<file path="src/rtl/ilab_pkg.sv">
// ----------------------------------------------------------------------------
// ilab_pkg
// Shared widths, status codes and controller/datapath command types for the
// integer logarithm unit.
// ----------------------------------------------------------------------------
package ilab_pkg;

	// Width of the input fields on the operand channel.
	localparam int FIELD_W = 32;
	// Operand width inside the datapath; inputs are masked to this width.
	localparam int DATA_W = 32;
	localparam int PROD_W = 2 * DATA_W;
	// Powers base^(2^k) for k = 0 .. NUM_POW-1 cover every exponent below DATA_W.
	localparam int NUM_POW = $clog2(DATA_W);
	localparam int K_W = (NUM_POW > 1) ? $clog2(NUM_POW) : 1;
	localparam int RESULT_W = 5;
	localparam int STATUS_W = 2;

	typedef enum logic [STATUS_W-1:0] {
		ST_OK       = 2'd0,
		ST_BAD_BASE = 2'd1,
		ST_ZERO_ARG = 2'd2
	} status_t;

	typedef enum logic [2:0] {
		OP_NONE,
		OP_LOAD,
		OP_SQ_MUL,
		OP_SQ_KEEP,
		OP_ACC_INIT,
		OP_TR_MUL,
		OP_TR_STEP
	} dp_op_t;

	typedef struct packed {
		dp_op_t op;
		logic   emit;
	} dp_cmd_t;

	typedef struct packed {
		logic           special;
		logic           base_gt_arg;
		logic           prod_le_arg;
		logic [K_W-1:0] k;
	} dp_status_t;

endpackage

</file>
<file path="src/rtl/ilab_ifs.sv">
// ----------------------------------------------------------------------------
// ilab channel interfaces
// Valid/ready channels for the operand pair and for the logarithm result.
// ----------------------------------------------------------------------------
interface ilab_in_if;
	logic                         valid;
	logic                         ready;
	logic [ilab_pkg::FIELD_W-1:0] log_base;
	logic [ilab_pkg::FIELD_W-1:0] argument;

	modport source (output valid, output log_base, output argument, input ready);
	modport sink (input valid, input log_base, input argument, output ready);
endinterface

interface ilab_out_if;
	logic                          valid;
	logic                          ready;
	logic [ilab_pkg::RESULT_W-1:0] log_result;
	logic [ilab_pkg::STATUS_W-1:0] status;

	modport source (output valid, output log_result, output status, input ready);
	modport sink (input valid, input log_result, input status, output ready);
endinterface

</file>
<file path="src/rtl/integer_log_any_base_unit.sv">
// A bad base, a zero argument or a base above the argument goes from the check state straight
// to the done state; otherwise the squaring and trial phases come in between.
// One item at a time: the next operand transfer is taken only after the result has been
// emitted; the shared 32x32 multiplier serves each squaring or trial as a multiply step and
// then a compare step, with at most four of each per item.
// Reset (arst_n, asynchronous) returns the sequencer to idle and drops result valid.
// ----------------------------------------------------------------------------
// integer_log_any_base_unit
// Computes floor(log_base(argument)) with a status code for each operand pair.
// ----------------------------------------------------------------------------
module integer_log_any_base_unit (
	input  logic  clk,
	input  logic  arst_n,
	ilab_in_if.sink    operands,
	ilab_out_if.source result
);

	// The controller sequences the work; the datapath holds every operand,
	// the power table base^(2^k), the accumulator and the single multiplier.
	// First the base is squared while the square stays within the argument,
	// then the accumulator starts at the largest kept power and each smaller
	// power is tried in turn; a trial product that does not exceed the
	// argument is kept and sets the matching exponent bit.

	ilab_pkg::dp_cmd_t    cmd;
	ilab_pkg::dp_status_t stat;

	ilab_ctrl u_ctrl (
		.clk       (clk),
		.arst_n    (arst_n),
		.in_valid  (operands.valid),
		.in_ready  (operands.ready),
		.out_valid (result.valid),
		.out_ready (result.ready),
		.stat      (stat),
		.cmd       (cmd)
	);

	// The result register sits in the datapath, so a finished result can
	// wait for the sink while the next operand transfer is taken.
	ilab_datapath u_dp (
		.clk        (clk),
		.log_base   (operands.log_base),
		.argument   (operands.argument),
		.cmd        (cmd),
		.stat       (stat),
		.log_result (result.log_result),
		.status     (result.status)
	);

endmodule

</file>
<file path="src/rtl/ilab_datapath.sv">
// ----------------------------------------------------------------------------
// ilab_datapath
// Power table, accumulator, shared multiplier and result register.
// ----------------------------------------------------------------------------
module ilab_datapath (
	input  logic                          clk,
	input  logic [ilab_pkg::FIELD_W-1:0]  log_base,
	input  logic [ilab_pkg::FIELD_W-1:0]  argument,
	input  ilab_pkg::dp_cmd_t             cmd,
	output ilab_pkg::dp_status_t          stat,
	output logic [ilab_pkg::RESULT_W-1:0] log_result,
	output logic [ilab_pkg::STATUS_W-1:0] status
);

	logic [ilab_pkg::DATA_W-1:0]  pow_q [ilab_pkg::NUM_POW];
	logic [ilab_pkg::DATA_W-1:0]  arg_q;
	logic [ilab_pkg::DATA_W-1:0]  acc_q;
	logic [ilab_pkg::PROD_W-1:0]  prod_q;
	logic [ilab_pkg::NUM_POW-1:0] n_q;
	logic [ilab_pkg::K_W-1:0]     k_q;
	ilab_pkg::status_t            st_q;
	logic [ilab_pkg::RESULT_W-1:0] res_out_q;
	ilab_pkg::status_t            st_out_q;

	logic [ilab_pkg::DATA_W-1:0] base_in;
	logic [ilab_pkg::DATA_W-1:0] arg_in;
	logic [ilab_pkg::DATA_W-1:0] pow_rd;
	logic [ilab_pkg::DATA_W-1:0] mul_a;
	logic [ilab_pkg::PROD_W-1:0] mul_p;
	ilab_pkg::status_t           st_in;

	assign base_in = ilab_pkg::DATA_W'(log_base);
	assign arg_in  = ilab_pkg::DATA_W'(argument);
	assign pow_rd  = pow_q[k_q];
	assign mul_a   = (cmd.op == ilab_pkg::OP_TR_MUL) ? acc_q : pow_rd;
	assign mul_p   = ilab_pkg::PROD_W'(mul_a) * ilab_pkg::PROD_W'(pow_rd);

	always_comb begin
		if (base_in < ilab_pkg::DATA_W'(2)) begin
			st_in = ilab_pkg::ST_BAD_BASE;
		end else if (arg_in == '0) begin
			st_in = ilab_pkg::ST_ZERO_ARG;
		end else begin
			st_in = ilab_pkg::ST_OK;
		end
	end

	always_ff @(posedge clk) begin
		unique case (cmd.op)
			ilab_pkg::OP_LOAD: begin
				pow_q[0] <= base_in;
				arg_q    <= arg_in;
				st_q     <= st_in;
				k_q      <= '0;
				n_q      <= '0;
			end
			ilab_pkg::OP_SQ_MUL, ilab_pkg::OP_TR_MUL: begin
				prod_q <= mul_p;
			end
			ilab_pkg::OP_SQ_KEEP: begin
				pow_q[k_q + ilab_pkg::K_W'(1)] <= prod_q[ilab_pkg::DATA_W-1:0];
				k_q <= k_q + ilab_pkg::K_W'(1);
			end
			ilab_pkg::OP_ACC_INIT: begin
				acc_q    <= pow_rd;
				n_q[k_q] <= 1'b1;
				if (k_q != '0) begin
					k_q <= k_q - ilab_pkg::K_W'(1);
				end
			end
			ilab_pkg::OP_TR_STEP: begin
				if (stat.prod_le_arg) begin
					acc_q    <= prod_q[ilab_pkg::DATA_W-1:0];
					n_q[k_q] <= 1'b1;
				end
				if (k_q != '0) begin
					k_q <= k_q - ilab_pkg::K_W'(1);
				end
			end
			ilab_pkg::OP_NONE: begin
			end
			default: begin
			end
		endcase

		if (cmd.emit) begin
			res_out_q <= ilab_pkg::RESULT_W'(n_q);
			st_out_q  <= st_q;
		end
	end

	assign stat.special     = (st_q != ilab_pkg::ST_OK);
	assign stat.base_gt_arg = (pow_rd > arg_q);
	assign stat.prod_le_arg = (prod_q <= ilab_pkg::PROD_W'(arg_q));
	assign stat.k           = k_q;

	assign log_result = res_out_q;
	assign status     = st_out_q;

endmodule

</file>
<file path="src/rtl/ilab_ctrl.sv">
// ----------------------------------------------------------------------------
// ilab_ctrl
// Sequencer for the squaring and trial-multiply phases and the result handshake.
// ----------------------------------------------------------------------------
module ilab_ctrl (
	input  logic                 clk,
	input  logic                 arst_n,
	input  logic                 in_valid,
	output logic                 in_ready,
	output logic                 out_valid,
	input  logic                 out_ready,
	input  ilab_pkg::dp_status_t stat,
	output ilab_pkg::dp_cmd_t    cmd
);

	typedef enum logic [2:0] {
		S_IDLE,
		S_CHECK,
		S_SQ_MUL,
		S_SQ_CMP,
		S_ACC_INIT,
		S_TR_MUL,
		S_TR_CMP,
		S_DONE
	} state_t;

	state_t state_q;
	logic   out_valid_q;
	logic   emit;

	assign in_ready  = (state_q == S_IDLE);
	assign emit      = (state_q == S_DONE) && (!out_valid_q || out_ready);
	assign out_valid = out_valid_q;

	always_comb begin
		cmd.emit = emit;
		unique case (state_q)
			S_IDLE:     cmd.op = in_valid ? ilab_pkg::OP_LOAD : ilab_pkg::OP_NONE;
			S_SQ_MUL:   cmd.op = ilab_pkg::OP_SQ_MUL;
			S_SQ_CMP:   cmd.op = stat.prod_le_arg ? ilab_pkg::OP_SQ_KEEP : ilab_pkg::OP_NONE;
			S_ACC_INIT: cmd.op = ilab_pkg::OP_ACC_INIT;
			S_TR_MUL:   cmd.op = ilab_pkg::OP_TR_MUL;
			S_TR_CMP:   cmd.op = ilab_pkg::OP_TR_STEP;
			default:    cmd.op = ilab_pkg::OP_NONE;
		endcase
	end

	always_ff @(posedge clk or negedge arst_n) begin
		if (!arst_n) begin
			state_q     <= S_IDLE;
			out_valid_q <= 1'b0;
		end else begin
			if (emit) begin
				out_valid_q <= 1'b1;
			end else if (out_ready) begin
				out_valid_q <= 1'b0;
			end

			unique case (state_q)
				S_IDLE: begin
					if (in_valid) begin
						state_q <= S_CHECK;
					end
				end
				S_CHECK: begin
					// Bad base, zero argument or a base above the argument end here.
					if (stat.special || stat.base_gt_arg) begin
						state_q <= S_DONE;
					end else begin
						state_q <= S_SQ_MUL;
					end
				end
				S_SQ_MUL: begin
					state_q <= S_SQ_CMP;
				end
				S_SQ_CMP: begin
					if (stat.prod_le_arg &&
					    (stat.k != ilab_pkg::K_W'(ilab_pkg::NUM_POW - 2))) begin
						state_q <= S_SQ_MUL;
					end else begin
						state_q <= S_ACC_INIT;
					end
				end
				S_ACC_INIT, S_TR_CMP: begin
					if (stat.k == '0) begin
						state_q <= S_DONE;
					end else begin
						state_q <= S_TR_MUL;
					end
				end
				S_TR_MUL: begin
					state_q <= S_TR_CMP;
				end
				S_DONE: begin
					if (emit) begin
						state_q <= S_IDLE;
					end
				end
				default: begin
					state_q <= S_IDLE;
				end
			endcase
		end
	end

endmodule

</file>
<file path="src/flat_wrapper.sv">
// flat-port wrapper written by rule: the top's interface ports become plain ports
module integer_log_any_base_unit_flat 
  (clk, arst_n, operands_valid, operands_log_base, operands_argument, operands_ready, result_valid, result_log_result, result_status, result_ready);
  ilab_in_if operands_i ();
  ilab_out_if result_i ();
  input  logic clk;
  input  logic arst_n;
  input wire logic [$bits(operands_i.valid)-1:0] operands_valid;
  input wire logic [$bits(operands_i.log_base)-1:0] operands_log_base;
  input wire logic [$bits(operands_i.argument)-1:0] operands_argument;
  output wire logic [$bits(operands_i.ready)-1:0] operands_ready;
  output wire logic [$bits(result_i.valid)-1:0] result_valid;
  output wire logic [$bits(result_i.log_result)-1:0] result_log_result;
  output wire logic [$bits(result_i.status)-1:0] result_status;
  input wire logic [$bits(result_i.ready)-1:0] result_ready;
  assign operands_i.valid = operands_valid;
  assign operands_i.log_base = operands_log_base;
  assign operands_i.argument = operands_argument;
  assign operands_ready = operands_i.ready;
  assign result_valid = result_i.valid;
  assign result_log_result = result_i.log_result;
  assign result_status = result_i.status;
  assign result_i.ready = result_ready;
  integer_log_any_base_unit u_core (.clk(clk), .arst_n(arst_n), .operands(operands_i), .result(result_i));
endmodule
</file>
<file path="config.mk">
export PLATFORM = sky130hd
export DESIGN_NAME = integer_log_any_base_unit_flat
export DESIGN_NICKNAME = d
export VERILOG_FILES = /design/src/rtl/ilab_pkg.sv /design/src/rtl/ilab_ifs.sv /design/src/rtl/integer_log_any_base_unit.sv /design/src/rtl/ilab_datapath.sv /design/src/rtl/ilab_ctrl.sv /design/src/flat_wrapper.sv
export SDC_FILE = /design/constraint.sdc
export NUM_CORES = 2
export LEC_CHECK = 0
export BUFFER_PORTS_ARGS = -buffer_cell sky130_fd_sc_hd__clkbuf_2
export CAP_MARGIN = 10
export CORE_ASPECT_RATIO = 0.6
export CORE_MARGIN = 2
export CORE_UTILIZATION = 54
export DETAILED_ROUTE_END_ITERATION = 6
export PLACE_DENSITY_LB_ADDON = 0.12
export SETUP_SLACK_MARGIN = 0.3
export SYNTH_ARGS = -nofsm -noshare
export SYNTH_HDL_FRONTEND = slang
export SYNTH_HIERARCHICAL = 1
export SYNTH_SLANG_ARGS = --single-unit
</file>
<file path="constraint.sdc">
create_clock -name clk -period 12.2 [get_ports clk]
set_input_delay 0.61 -clock clk [delete_from_list [all_inputs] [get_ports clk]]
set_output_delay 0.61 -clock clk [all_outputs]
set_load 0.005 [all_outputs]
</file>
==> metrics.md <==
| Metric | Value |
|---|---|
| Count leader, synth | `inv_1` |
| Synth cell count leaders | `inv_1 (929), fa_1 (896), nor2_1 (676)` |
| CTS tree | `yes` |
| Starting Density | `0.5475` |
| Largest net degree at the start of global routing | `65` |
| Detailed-route DRC error count | `0` |
| Routed Antenna Nets | `0` |
| Num ports | `77` |
| Syn_nets | `slightly below 6k` |
| Die area | `~88000 sq um` |
| CP Launch Type | `flip-flop` |
| HP Start | `operands_argument[27]` |
| # fillers | `~7.4k` |
| Max cap viols | `0` |
| Final Core Density | `0.5885` |
| EDFF count, synth | `slightly above 300` |
| FF+latch area | `~9300 sq um` |
| Hold depth | `1` |
| Fin. Hold Viols | `0` |
| Max stage delay on crit path | `0.67 ns` |
| Area of the multi-input gates | `approximately 32000 sq um` |
| Final critical-path share of the clock period | `0.9486` |
| Synth Flop Type | `edfxtp_1` |
| Die H | `230.0 um` |
| Status | `completed` |
| Post-Route WL | `between 150 and 200 mm` |
| Top post-synthesis cells by area | `fa_1 (39%), edfxtp_1 (20%), ha_1 (9.0%)` |
| Vias per cell | `between 5 and 6` |
| Clock insertion delay at the later pin of the skew report | `0.60 ns` |
| Die width | `about 380 um` |
| Final hold slack | `roughly 0.22 ns` |
| Clock-pin slew on the worst setup and hold paths | `about 0.080 ns` |
| Stages on the worst setup path | `37` |
| Yosys warns | `6` |
| Vias in the first global route | `35.37k` |
| CTS max path bufs | `3` |
| Core Box Area | `between 80000 and 90000 sq um` |
| Area growth from synthesis to layout | `7.491%` |
| R2R Setup Slk | `0.63 ns` |
| Post-synthesis cell area | `between 40000 and 50000 sq um` |
| Initial DRC count | `about 4.5k` |
| RSZ-0062 raised after global routing | `yes` |
| Drt first pass iters | `6` |
| Wire length per cell | `28.22 um` |
| Most common cell on crit path | `fa_1` |
| CP Capture Type | `flip-flop` |
| Max Freq | `between 80 and 90 MHz` |
| Cells after DPL | `around 5.8k` |
| First-pass GRT wire length | `244.7 mm` |
| Fin. max-slew vios | `0` |
| Critical path arrival | `11.92 ns` |
| Initial antenna violation count | `5` |
| Synth unique cells | `80` |
| Port Buffers | `76` |
| Rows | `82` |
| Top-area cell type share of the netlist area | `0.3904` |
| Seq cells post-synth | `~310` |
| Critical path's top delay family | `adder cells` |
| Reg2reg start | `u_core/u_dp/prod_q[17]` |
| Gpl congestion | `between 1 and 1.5` |
| Max Clock Skew | `about 0.054 ns` |
| Endpoints failing setup | `0` |
| Reg2reg path depth | `37` |
| Layout cells sized above 1 | `0.08582` |
| WP data required | `about 13 ns` |
| HPWL after DPL | `134.7 mm` |
| CTS root buffer | `clkbuf_16` |
| Sequential-to-total area share from yosys stat | `0.2028` |
| Fin cells | `5855` |
| Worst min path class | `input pin to flip-flop` |
| Crit. Startpoint | `u_core/u_dp/prod_q[17]` |
| Num CTS Buffers | `35` |
| Avg Inst Size Synth | `~10 sq um` |
| GRT Total Usage | `0.3913` |
| Worst path slowest cell | `o21a_1` |
| R2R Path End | `u_core/u_dp/prod_q[62]` |
| Clk sinks | `around 310` |
| Critical-path maximum fanout | `54` |
| Nets | `around 6.0k` |
| Max transition margin | `0.1837` |
| Clock H-tree levels | `2` |
| Hold Path Sink | `u_core/u_dp/arg_q[27]` |
| Period minus WS final | `~12 ns` |
| Via count | `~34k` |
| Crit path buf inv count | `3` |
| GRT overflow | `0` |
| Post CTS Setup Buffer Count | `0` |
| TNS Setup | `0 ns` |
| Area leader, netlist | `fa_1` |
| Syn Inst Count | `~4.7k` |
| Worst slew pin tran | `~1.2 ns` |
| Critical path class | `flip-flop to flip-flop` |
| Post-synth ARST share | `0.01282` |
[flip-flops by register name, indices dropped and copies added, names as in the netlist, named ones only]
| signal | cells |
|---|---|
| u_core/u_dp/n_q | 5 |
| u_core/u_dp/acc_q | 32 |
| u_core/u_dp/k_q | 3 |
| u_core/u_dp/st_q | 2 |
| u_core/u_dp/pow_q | 160 |
| u_core/u_ctrl/out_valid | 1 |
| u_core/u_dp/log_result | 5 |
| u_core/u_dp/arg_q | 32 |
| u_core/u_dp/prod_q | 64 |
| u_core/u_ctrl/state_q | 3 |
| u_core/u_dp/status | 2 |
[timing repair]
action / 4_1_cts / 5_1_grt
endpoints found under the hold margin: 4 / 0
endpoints found under the setup margin: 0 / 17
gates resized for setup: 0 / 15
hold buffers: 1 / 0
[stage by stage]
step	setup slack (ns)	instance area [sq um]
floorplan	2.031	45950
global placement	0.6850	48120
detailed placement	0.5563	48120
CTS	0.4884	49330
global route	0.2997	49390
finish	0.6276	49390
[worst max path at each step]
stage,endpoint
6_report,u_core/u_dp/prod_q[62]
5_1_grt,u_core/u_dp/prod_q[58]
4_1_cts,u_core/u_dp/prod_q[62]
3_5_place_dp,u_core/u_dp/prod_q[62]
3_3_place_gp,u_core/u_dp/prod_q[62]
2_1_floorplan,u_core/u_dp/prod_q[62]
[cell type report]
cell class | instances | area share
Multi-Input combinational cell | 3186 | 0.6560
Sequential cell | 312 | 0.1888
Inverter | 936 | 0.07113
Timing Repair Buffer | 222 | 0.03096
Tap cell | 1134 | 0.02873
Clock buffer | 39 | 0.01804
Clock inverter | 24 | 0.006282
Antenna cell | 2 | 0.0001013
[logic make-up (layout without fill, tap and decap cells)]
kind of cell             after synthesis  count (layout)  synth area share
AND/OR/NAND/NOR                     1431            1431            0.1257
adder cells (fa/ha/maj)             1226            1226            0.4802
buffers and inverters               1173            1221           0.09882
AO/OA/AOI/OAI                        391             391           0.05454
flip-flops                           312             312            0.2028
multiplexers                          75              75           0.02587
XOR/XNOR                              63              63           0.01201
other                                  0               2                 0
[cell usage in the layout (no fill, tap or decap), drive strengths merged, types with 44 or more instances in the layout]
cell type  Yosys  routed
nor2         677     677
a21oi        142     142
o21ai         75      75
edfxtp       305     305
a21o          73      73
xnor2         44      44
clkbuf       129     115
inv          932     937
ha           330     330
nand2        593     593
fa           896     896
buf          108     145
[routing by layer]
| metal | global-route usage | vias to the layer above | wire length (um) |
|---|---|---|---|
| li1 | - | 14410 | - |
| met1 | 0.6004 | 17420 | 72330 |
| met2 | 0.4709 | 2395 | 58130 |
| met3 | 0.2241 | 235 | 30970 |
| met4 | 0.06979 | 4 | 3715 |
| met5 | 0.005447 | - | 80 |
[worst register-to-register path: cells and delay by family (launching register included)]
kind,cells,cell delay [ns]
flops,1,0.43
buf+inv,3,0.61
mux,1,0.13
xor+xnor,1,0.15
compound gates,15,3.47
simple gates,7,1.59
fa+ha+maj,10,4.99
Power is not shown: default switching activity piles up to over one toggle a cycle in this logic, so the estimate is an artifact.
